===== config.mk =====
export PLATFORM = sky130hd
export DESIGN_NAME = dle_framed_byte_deframer_top
export DESIGN_NICKNAME = d
export VERILOG_FILES = /design/src/rtl/dfb_pkg.sv /design/src/rtl/dfb_cfg_regs.sv /design/src/rtl/dfb_decode.sv /design/src/rtl/dfb_out_buf.sv /design/src/rtl/dle_framed_byte_deframer_top.sv
export SDC_FILE = /design/constraint.sdc
export NUM_CORES = 1
export LEC_CHECK = 0
export BUFFER_PORTS_ARGS = -buffer_cell sky130_fd_sc_hd__buf_4
export CAP_MARGIN = 20
export CORE_ASPECT_RATIO = 1.25
export CORE_MARGIN = 2
export CORE_UTILIZATION = 50
export DETAILED_ROUTE_END_ITERATION = 7
export GPL_TIMING_DRIVEN = 0
export PLACE_DENSITY = 0.7
export SETUP_SLACK_MARGIN = 0.3
export SLEW_MARGIN = 10
export SYNTH_ARGS = -nofsm -noshare
export SYNTH_HDL_FRONTEND = slang
export SYNTH_SLANG_ARGS = --single-unit

===== constraint.sdc =====
create_clock -name clk -period 6 [get_ports clk]
set_input_delay 1.2 -clock clk [delete_from_list [all_inputs] [get_ports clk]]
set_output_delay 1.2 -clock clk [all_outputs]
set_load 0.01 [all_outputs]

===== src/rtl/dfb_pkg.sv =====
// Shared types, constants and the CRC-16 byte update for the byte deframer.
package dfb_pkg;

	localparam int unsigned ByteW = 8;
	localparam int unsigned CrcW = 16;
	localparam int unsigned AddrW = 5;
	localparam int unsigned DataW = 32;

	typedef enum logic [2:0] {
		PH_IDLE   = 3'd0,
		PH_FRAME  = 3'd1,
		PH_ESC    = 3'd2,
		PH_CRC_LO = 3'd3,
		PH_CRC_HI = 3'd4
	} phase_t;

	typedef enum logic [1:0] {
		ST_CONTINUE = 2'd0,
		ST_DONE     = 2'd1,
		ST_INV_CHAR = 2'd2,
		ST_INV_CRC  = 2'd3
	} status_t;

	typedef enum logic [2:0] {
		REG_CRC_ENABLE  = 3'd0,
		REG_CRC_INITIAL = 3'd1,
		REG_CRC_POLY    = 3'd2,
		REG_START_CODE  = 3'd3,
		REG_END_CODE    = 3'd4,
		REG_ESCAPE_CODE = 3'd5
	} reg_idx_t;

	localparam logic [CrcW-1:0] CrcInitialRst = 16'hFFFF;
	localparam logic [CrcW-1:0] CrcPolyRst = 16'h1021;
	localparam logic [ByteW-1:0] StartCodeRst = 8'h02;
	localparam logic [ByteW-1:0] EndCodeRst = 8'h03;
	localparam logic [ByteW-1:0] EscapeCodeRst = 8'h10;

	typedef struct packed {
		logic             crc_enable;
		logic [CrcW-1:0]  crc_initial;
		logic [CrcW-1:0]  crc_polynomial;
		logic [ByteW-1:0] start_code;
		logic [ByteW-1:0] end_code;
		logic [ByteW-1:0] escape_code;
	} cfg_t;

	typedef struct packed {
		logic             data_valid;
		logic [ByteW-1:0] data_byte;
		status_t          frame_status;
	} result_t;

	function automatic logic [CrcW-1:0] crc_byte(input logic [CrcW-1:0] crc,
			input logic [ByteW-1:0] b, input logic [CrcW-1:0] poly);
		logic [CrcW-1:0] c;
		c = crc ^ {b, {(CrcW-ByteW){1'b0}}};
		for (int i = 0; i < ByteW; i++) begin
			if (c[CrcW-1]) begin
				c = {c[CrcW-2:0], 1'b0} ^ poly;
			end else begin
				c = {c[CrcW-2:0], 1'b0};
			end
		end
		return c;
	endfunction

endpackage


===== src/rtl/dfb_cfg_regs.sv =====
// Configuration register file behind the APB-style port.
module dfb_cfg_regs (
	input  logic                       clk,
	input  logic                       arst_n,
	input  logic                       psel,
	input  logic                       penable,
	input  logic                       pwrite,
	input  logic [dfb_pkg::AddrW-1:0]  paddr,
	input  logic [dfb_pkg::DataW-1:0]  pwdata,
	output logic [dfb_pkg::DataW-1:0]  prdata,
	output dfb_pkg::cfg_t              cfg
);

	dfb_pkg::cfg_t cfg_q;
	dfb_pkg::reg_idx_t idx;
	logic wr_en;

	assign idx = dfb_pkg::reg_idx_t'(paddr[dfb_pkg::AddrW-1:2]);
	assign wr_en = psel & penable & pwrite;

	always_ff @(posedge clk or negedge arst_n) begin
		if (!arst_n) begin
			cfg_q.crc_enable <= 1'b0;
			cfg_q.crc_initial <= dfb_pkg::CrcInitialRst;
			cfg_q.crc_polynomial <= dfb_pkg::CrcPolyRst;
			cfg_q.start_code <= dfb_pkg::StartCodeRst;
			cfg_q.end_code <= dfb_pkg::EndCodeRst;
			cfg_q.escape_code <= dfb_pkg::EscapeCodeRst;
		end else if (wr_en) begin
			case (idx)
				dfb_pkg::REG_CRC_ENABLE: cfg_q.crc_enable <= pwdata[0];
				dfb_pkg::REG_CRC_INITIAL: cfg_q.crc_initial <= pwdata[dfb_pkg::CrcW-1:0];
				dfb_pkg::REG_CRC_POLY: cfg_q.crc_polynomial <= pwdata[dfb_pkg::CrcW-1:0];
				dfb_pkg::REG_START_CODE: cfg_q.start_code <= pwdata[dfb_pkg::ByteW-1:0];
				dfb_pkg::REG_END_CODE: cfg_q.end_code <= pwdata[dfb_pkg::ByteW-1:0];
				dfb_pkg::REG_ESCAPE_CODE: cfg_q.escape_code <= pwdata[dfb_pkg::ByteW-1:0];
				default: ;
			endcase
		end
	end

	always_comb begin
		prdata = '0;
		case (idx)
			dfb_pkg::REG_CRC_ENABLE: prdata[0] = cfg_q.crc_enable;
			dfb_pkg::REG_CRC_INITIAL: prdata[dfb_pkg::CrcW-1:0] = cfg_q.crc_initial;
			dfb_pkg::REG_CRC_POLY: prdata[dfb_pkg::CrcW-1:0] = cfg_q.crc_polynomial;
			dfb_pkg::REG_START_CODE: prdata[dfb_pkg::ByteW-1:0] = cfg_q.start_code;
			dfb_pkg::REG_END_CODE: prdata[dfb_pkg::ByteW-1:0] = cfg_q.end_code;
			dfb_pkg::REG_ESCAPE_CODE: prdata[dfb_pkg::ByteW-1:0] = cfg_q.escape_code;
			default: prdata = '0;
		endcase
	end

	assign cfg = cfg_q;

endmodule


===== src/rtl/dfb_decode.sv =====
// Frame phase tracking, unescaping and running CRC-16 for one byte per beat.
module dfb_decode (
	input  logic                        clk,
	input  logic                        arst_n,
	input  logic                        accept,
	input  logic [dfb_pkg::ByteW-1:0]   rx_byte,
	input  dfb_pkg::cfg_t               cfg,
	output dfb_pkg::result_t            result
);

	dfb_pkg::phase_t phase_q, phase_d;
	logic [dfb_pkg::CrcW-1:0] crc_q, crc_d;
	logic [dfb_pkg::ByteW-1:0] crc_lo_q, crc_lo_d;
	logic in_frame, esc;

	always_ff @(posedge clk or negedge arst_n) begin
		if (!arst_n) begin
			phase_q <= dfb_pkg::PH_IDLE;
			crc_q <= dfb_pkg::CrcInitialRst;
			crc_lo_q <= '0;
		end else if (accept) begin
			phase_q <= phase_d;
			crc_q <= crc_d;
			crc_lo_q <= crc_lo_d;
		end
	end

	always_comb begin
		phase_d = phase_q;
		crc_d = crc_q;
		crc_lo_d = crc_lo_q;
		result.data_valid = 1'b0;
		result.data_byte = '0;
		result.frame_status = dfb_pkg::ST_CONTINUE;
		in_frame = (phase_q == dfb_pkg::PH_FRAME);
		esc = (phase_q == dfb_pkg::PH_ESC);
		case (phase_q)
			dfb_pkg::PH_CRC_LO: begin
				crc_lo_d = rx_byte;
				phase_d = dfb_pkg::PH_CRC_HI;
			end
			dfb_pkg::PH_CRC_HI: begin
				result.frame_status = ({rx_byte, crc_lo_q} != crc_q) ?
					dfb_pkg::ST_INV_CRC : dfb_pkg::ST_DONE;
			end
			default: begin
				if (rx_byte == cfg.start_code) begin
					if (esc) begin
						result.data_valid = 1'b1;
						result.data_byte = rx_byte;
						phase_d = dfb_pkg::PH_FRAME;
					end else if (in_frame) begin
						result.frame_status = dfb_pkg::ST_INV_CHAR;
					end else begin
						phase_d = dfb_pkg::PH_FRAME;
					end
				end else if (rx_byte == cfg.end_code) begin
					if (esc) begin
						result.data_valid = 1'b1;
						result.data_byte = rx_byte;
						phase_d = dfb_pkg::PH_FRAME;
					end else if (in_frame) begin
						if (cfg.crc_enable) begin
							phase_d = dfb_pkg::PH_CRC_LO;
						end else begin
							result.frame_status = dfb_pkg::ST_DONE;
						end
					end else begin
						result.frame_status = dfb_pkg::ST_INV_CHAR;
					end
				end else if (rx_byte == cfg.escape_code) begin
					if (esc) begin
						result.data_valid = 1'b1;
						result.data_byte = rx_byte;
						phase_d = dfb_pkg::PH_FRAME;
					end else if (in_frame) begin
						phase_d = dfb_pkg::PH_ESC;
					end else begin
						result.frame_status = dfb_pkg::ST_INV_CHAR;
					end
				end else begin
					if (in_frame) begin
						result.data_valid = 1'b1;
						result.data_byte = rx_byte;
					end else begin
						result.frame_status = dfb_pkg::ST_INV_CHAR;
					end
				end
				if (cfg.crc_enable) begin
					crc_d = dfb_pkg::crc_byte(crc_q, rx_byte, cfg.crc_polynomial);
				end
			end
		endcase
		if (result.frame_status != dfb_pkg::ST_CONTINUE) begin
			phase_d = dfb_pkg::PH_IDLE;
			if (cfg.crc_enable) begin
				crc_d = cfg.crc_initial;
			end
		end
	end

endmodule


===== src/rtl/dfb_out_buf.sv =====
// Result register with a skid entry so a new beat is taken while a result waits.
module dfb_out_buf (
	input  logic              clk,
	input  logic              arst_n,
	input  logic              push,
	input  dfb_pkg::result_t  push_data,
	output logic              can_push,
	output logic              out_valid,
	input  logic              out_ready,
	output dfb_pkg::result_t  out_data
);

	logic main_valid_q, skid_valid_q;
	dfb_pkg::result_t main_q, skid_q;
	logic main_load;

	assign can_push = ~skid_valid_q;
	assign main_load = ~main_valid_q | out_ready;

	always_ff @(posedge clk or negedge arst_n) begin
		if (!arst_n) begin
			main_valid_q <= 1'b0;
			skid_valid_q <= 1'b0;
		end else if (main_load) begin
			if (skid_valid_q) begin
				main_valid_q <= 1'b1;
				skid_valid_q <= 1'b0;
			end else begin
				main_valid_q <= push;
			end
		end else if (push) begin
			skid_valid_q <= 1'b1;
		end
	end

	always_ff @(posedge clk) begin
		if (main_load) begin
			main_q <= skid_valid_q ? skid_q : push_data;
		end else if (push) begin
			skid_q <= push_data;
		end
	end

	assign out_valid = main_valid_q;
	assign out_data = main_q;

endmodule


===== src/rtl/dle_framed_byte_deframer_top.sv =====
// Top level of the start/end/escape byte deframer with CRC-16 check.
//
// The input channel (in_valid, in_ready, rx_byte) takes one raw link byte per
// beat. Every accepted byte gives exactly one result beat on the output
// channel (out_valid, out_ready, data_valid, data_byte, frame_status).
// The frame phase and the running CRC are updated at the edge that accepts a
// byte, and the result is registered at that edge too. Throughput is one byte
// per cycle while in_ready is high; the unrolled eight-bit CRC update and the
// phase decode sit between the accepted byte and the result register.
// When the receiver stalls, one more result is held in a skid entry, and
// in_ready falls only while that entry is occupied.
// The APB-style port sets CRC enable, initial value, polynomial and the three
// code bytes; write it only while no beat is in flight.
// Reset clears both result entries, returns the phase to idle, loads the
// running CRC with the reset initial value and restores register defaults.
module dle_framed_byte_deframer_top (
	input  logic                       clk,
	input  logic                       arst_n,
	input  logic                       psel,
	input  logic                       penable,
	input  logic                       pwrite,
	input  logic [dfb_pkg::AddrW-1:0]  paddr,
	input  logic [dfb_pkg::DataW-1:0]  pwdata,
	output logic [dfb_pkg::DataW-1:0]  prdata,
	output logic                       pready,
	input  logic                       in_valid,
	output logic                       in_ready,
	input  logic [dfb_pkg::ByteW-1:0]  rx_byte,
	output logic                       out_valid,
	input  logic                       out_ready,
	output logic                       data_valid,
	output logic [dfb_pkg::ByteW-1:0]  data_byte,
	output logic [1:0]                 frame_status
);

	dfb_pkg::cfg_t cfg;
	dfb_pkg::result_t result;
	dfb_pkg::result_t out_data;
	logic accept;

	assign pready = 1'b1;
	assign accept = in_valid & in_ready;

	dfb_cfg_regs u_cfg (
		.clk     (clk),
		.arst_n  (arst_n),
		.psel    (psel),
		.penable (penable),
		.pwrite  (pwrite),
		.paddr   (paddr),
		.pwdata  (pwdata),
		.prdata  (prdata),
		.cfg     (cfg)
	);

	dfb_decode u_decode (
		.clk     (clk),
		.arst_n  (arst_n),
		.accept  (accept),
		.rx_byte (rx_byte),
		.cfg     (cfg),
		.result  (result)
	);

	dfb_out_buf u_out (
		.clk       (clk),
		.arst_n    (arst_n),
		.push      (accept),
		.push_data (result),
		.can_push  (in_ready),
		.out_valid (out_valid),
		.out_ready (out_ready),
		.out_data  (out_data)
	);

	assign data_valid = out_data.data_valid;
	assign data_byte = out_data.data_byte;
	assign frame_status = out_data.frame_status;

endmodule

==> metrics <==
Starting Density between 50 and 60%; drt total wl 22900 um; PortBufs 53; largest net degree at the start of global routing a little under 90; diode count 0; Die Area 17000 sq um; GP Congestion around 0.91; total CTS buffers 9; critical path launch point type primary input; vias in the first global route 6219; core area 15600 sq um; critical path's top delay family compound AO/OA/AOI/OAI gates; Worst Tran Pin Value a little under 1000 ps; CTS sink count ~110; ratio of final minimum period to clock period 83.4%; Fin. Hold Viols 0; via count 6605; post-route ant nets 0; H-tree depth 3; CP max-delay cell or3_1; Root Buffer clkbuf_16; row count 51; Post-Syn Area 7980 sq um; Final nets 975; Die Height roughly 150 um; Max-cap violations 0; total track usage 27.1%; post-CTS setup buffer count 0; FFs w/ async S/R, synth approximately 80%; Critical Path Source rx_byte[7]; IO Pins 98; CP max stage delay 470 ps; post_cts resized 0; drt pass-1 iters 6; Crit Path Class in -> reg; prevailing post-synth register cell dfrtp_1; r2r setup slk 1440 ps; max frequency between 150 and 200 MHz; antenna violations before repair 0; vias per cell between 5 and 6; DRC 0; sequential cell area roughly 2900 sq um; worst path bufs/invs 4; Worst Reg2Reg Path Length in Cells 16; Min-Delay Path Class reg -> reg; GRT Residual Overflow 0; Crit path depth 17; CP Max Fanout 10; Final Setup Violations 0; Die W 117 um; area of the multi-input gates 4740 sq um; share of cells above drive strength 1 24.8%; Yosys cell types 65; Cell Chain, Critical Path buf_4 -> xor2_1 -> buf_2 -> nor2_1 -> o211ai_1 -> o311ai_0 -> or3_1 -> o211ai_1 -> buf_2 -> nand2_4 -> xnor2_1 -> o221ai_1 -> xor2_2 -> buf_4 -> a21oi_1 -> o21ai_0 -> a21oi_1; maximum root-to-sink buffer count 2; critical path arrival approximately 5300 ps; hold buffer count at CTS 0; Crit. End Element flip-flop; Worst Path Required around 6300 ps; TritonCTS clock tree built; Period minus WS final 5000 ps; Slew Viols, Final 0; Mapped Cells 842; fillcell total between 1000 and 1500; run status complete, no violations; Final Skew roughly 9.3 ps; first-pass GRT wire length 35100 um; setup tns final 0 ps; Clk Latency, worst-skew pair 370 ps; CTS clk-pin slew, worst paths about 70 ps; Rel. slew slack a little over a third; register bit total from synthesis about 110; DR iter-0 viols approximately 530; routed length per instance 20.1 um; RSZ-0062 raised after global routing no; Seq/Total Area, Yosys 35.9%; Yosys warning count 0; Post-synth EDFFs 22; post-DP HPWL 16600 um; synth-to-layout area growth 13.3%; Syn Area/Cell 9.48 sq um
==> final cells by class <==
type,instances,area share (%)
timing repair buffer,55,4.76
clock inverter,7,0.955
clock buffer,9,2.49
multi-input combinational,660,52.4
inverter,8,0.332
tap,212,2.93
buffer,81,4.48
sequential,108,31.6
==> synthesized netlist by cell type, types with 4 or more instances <==
cell type	count	area (sq um)
xnor3_1	11	248
o211ai_1	7	52.6
o22ai_1	5	31.3
nor2_1	53	199
a21o_1	4	30.0
xor2_1	32	280
mux2i_1	12	120
dfrtp_1	47	1180
inv_1	8	30.0
and3_1	9	56.3
o21ai_0	21	105
a32oi_1	5	43.8
dfstp_2	39	1020
a21oi_1	44	220
xnor2_1	87	762
a22oi_1	14	105
edfxtp_1	22	661
nand4_1	9	56.3
o221ai_1	4	35.0
nand2_1	105	394
nand3b_1	16	120
nor2b_1	7	43.8
nor4_1	9	56.3
nand2b_1	6	37.5
buf_2	6	30.0
mux2_2	75	845
nor3_1	10	50.1
clkbuf_1	46	173
a21boi_0	10	75.1
nand3_1	18	90.1
o31ai_1	6	45.0
buf_4	23	173
buf_1	5	18.8
and2_1	12	75.1
==> cell families (layout without fill, tap and decap cells) <==
logic type,count (synthesis),in the layout,share of synthesized area [%]
AOI/OAI and AO/OA,147,147,12.0
xor gates and xnor gates,138,138,18.0
buffers and inverters,89,160,5.46
DFF,108,108,35.9
muxes,87,87,12.1
other,2,17,0.0941
and+or+nand+nor,271,271,16.5
==> how the worst min path moves through the flow <==
stage | from | end | slack [ps] | depth (start not counted)
final | u_cfg.cfg[40]$_DFFE_PN1P_ | flip-flop | 500 | 2
after global routing | u_cfg.cfg[40]$_DFFE_PN1P_ | flip-flop | 540 | 2
after CTS | u_cfg.cfg[40]$_DFFE_PN1P_ | flip-flop | 500 | 2
after detailed placement | u_cfg.cfg[40]$_DFFE_PN1P_ | flip-flop | 490 | 2
after global placement | u_cfg.cfg[40]$_DFFE_PN1P_ | flip-flop | 490 | 2
after floorplan | u_cfg.cfg[40]$_DFFE_PN1P_ | flip-flop | 470 | 2
==> cell usage in the layout (no fill, tap or decap), types with 5 or more instances in the layout <==
cell type / count
xnor2_1: 87
buf_2: 7
buf_4: 76
nand3b_1: 16
and3_1: 9
mux2i_1: 12
inv_1: 8
dfrtp_1: 47
nor4_1: 9
nor2b_1: 7
nand2_1: 105
o31ai_1: 6
nand4_1: 9
xnor3_1: 11
nor2_1: 53
a21boi_0: 10
nor3_1: 10
o211ai_1: 7
o21ai_0: 21
clkbuf_1: 46
o22ai_1: 5
and2_1: 12
xor2_1: 32
dfstp_2: 39
edfxtp_1: 22
conb_1: 17
mux2_2: 75
a21oi_1: 44
buf_1: 5
nand3_1: 18
clkbuf_16: 9
a32oi_1: 5
a22oi_1: 14
nand2b_1: 6
==> worst reg2reg max path, delay by kind of cell (launching register included) <==
kind	cells	cell delay [ps]
and+or+nand+nor	3	670
buffers and inverters	3	900
xor gates and xnor gates	3	970
DFF	1	580
AOI/OAI and AO/OA	7	1360
==> per-stage QoR <==
step	util, %	instance area [sq um]	hold slack (ps)	cells	setup WS (ps)
2_1_floorplan	-	8040	470	857	1640
3_3_place_gp	55.9	8700	493	1122	695
3_5_place_dp	55.9	8700	490	1123	656
4_1_cts	57.9	9020	504	1139	1010
5_1_grt	58.1	9040	539	1140	786
6_report	58.1	9040	503	1140	997
==> layer usage <==
layer / track usage (%) / vias up / part of all wire [%]
met5: 0 / - / 0
met4: 11.8 / 0 / 3.8
met3: 3.05 / 57 / 5.7
met2: 42.3 / 276 / 48
met1: 37.9 / 3196 / 43
li1: - / 3076 / -
Power is not shown: default switching activity piles up to over one toggle a cycle in this logic, so the estimate is an artifact.
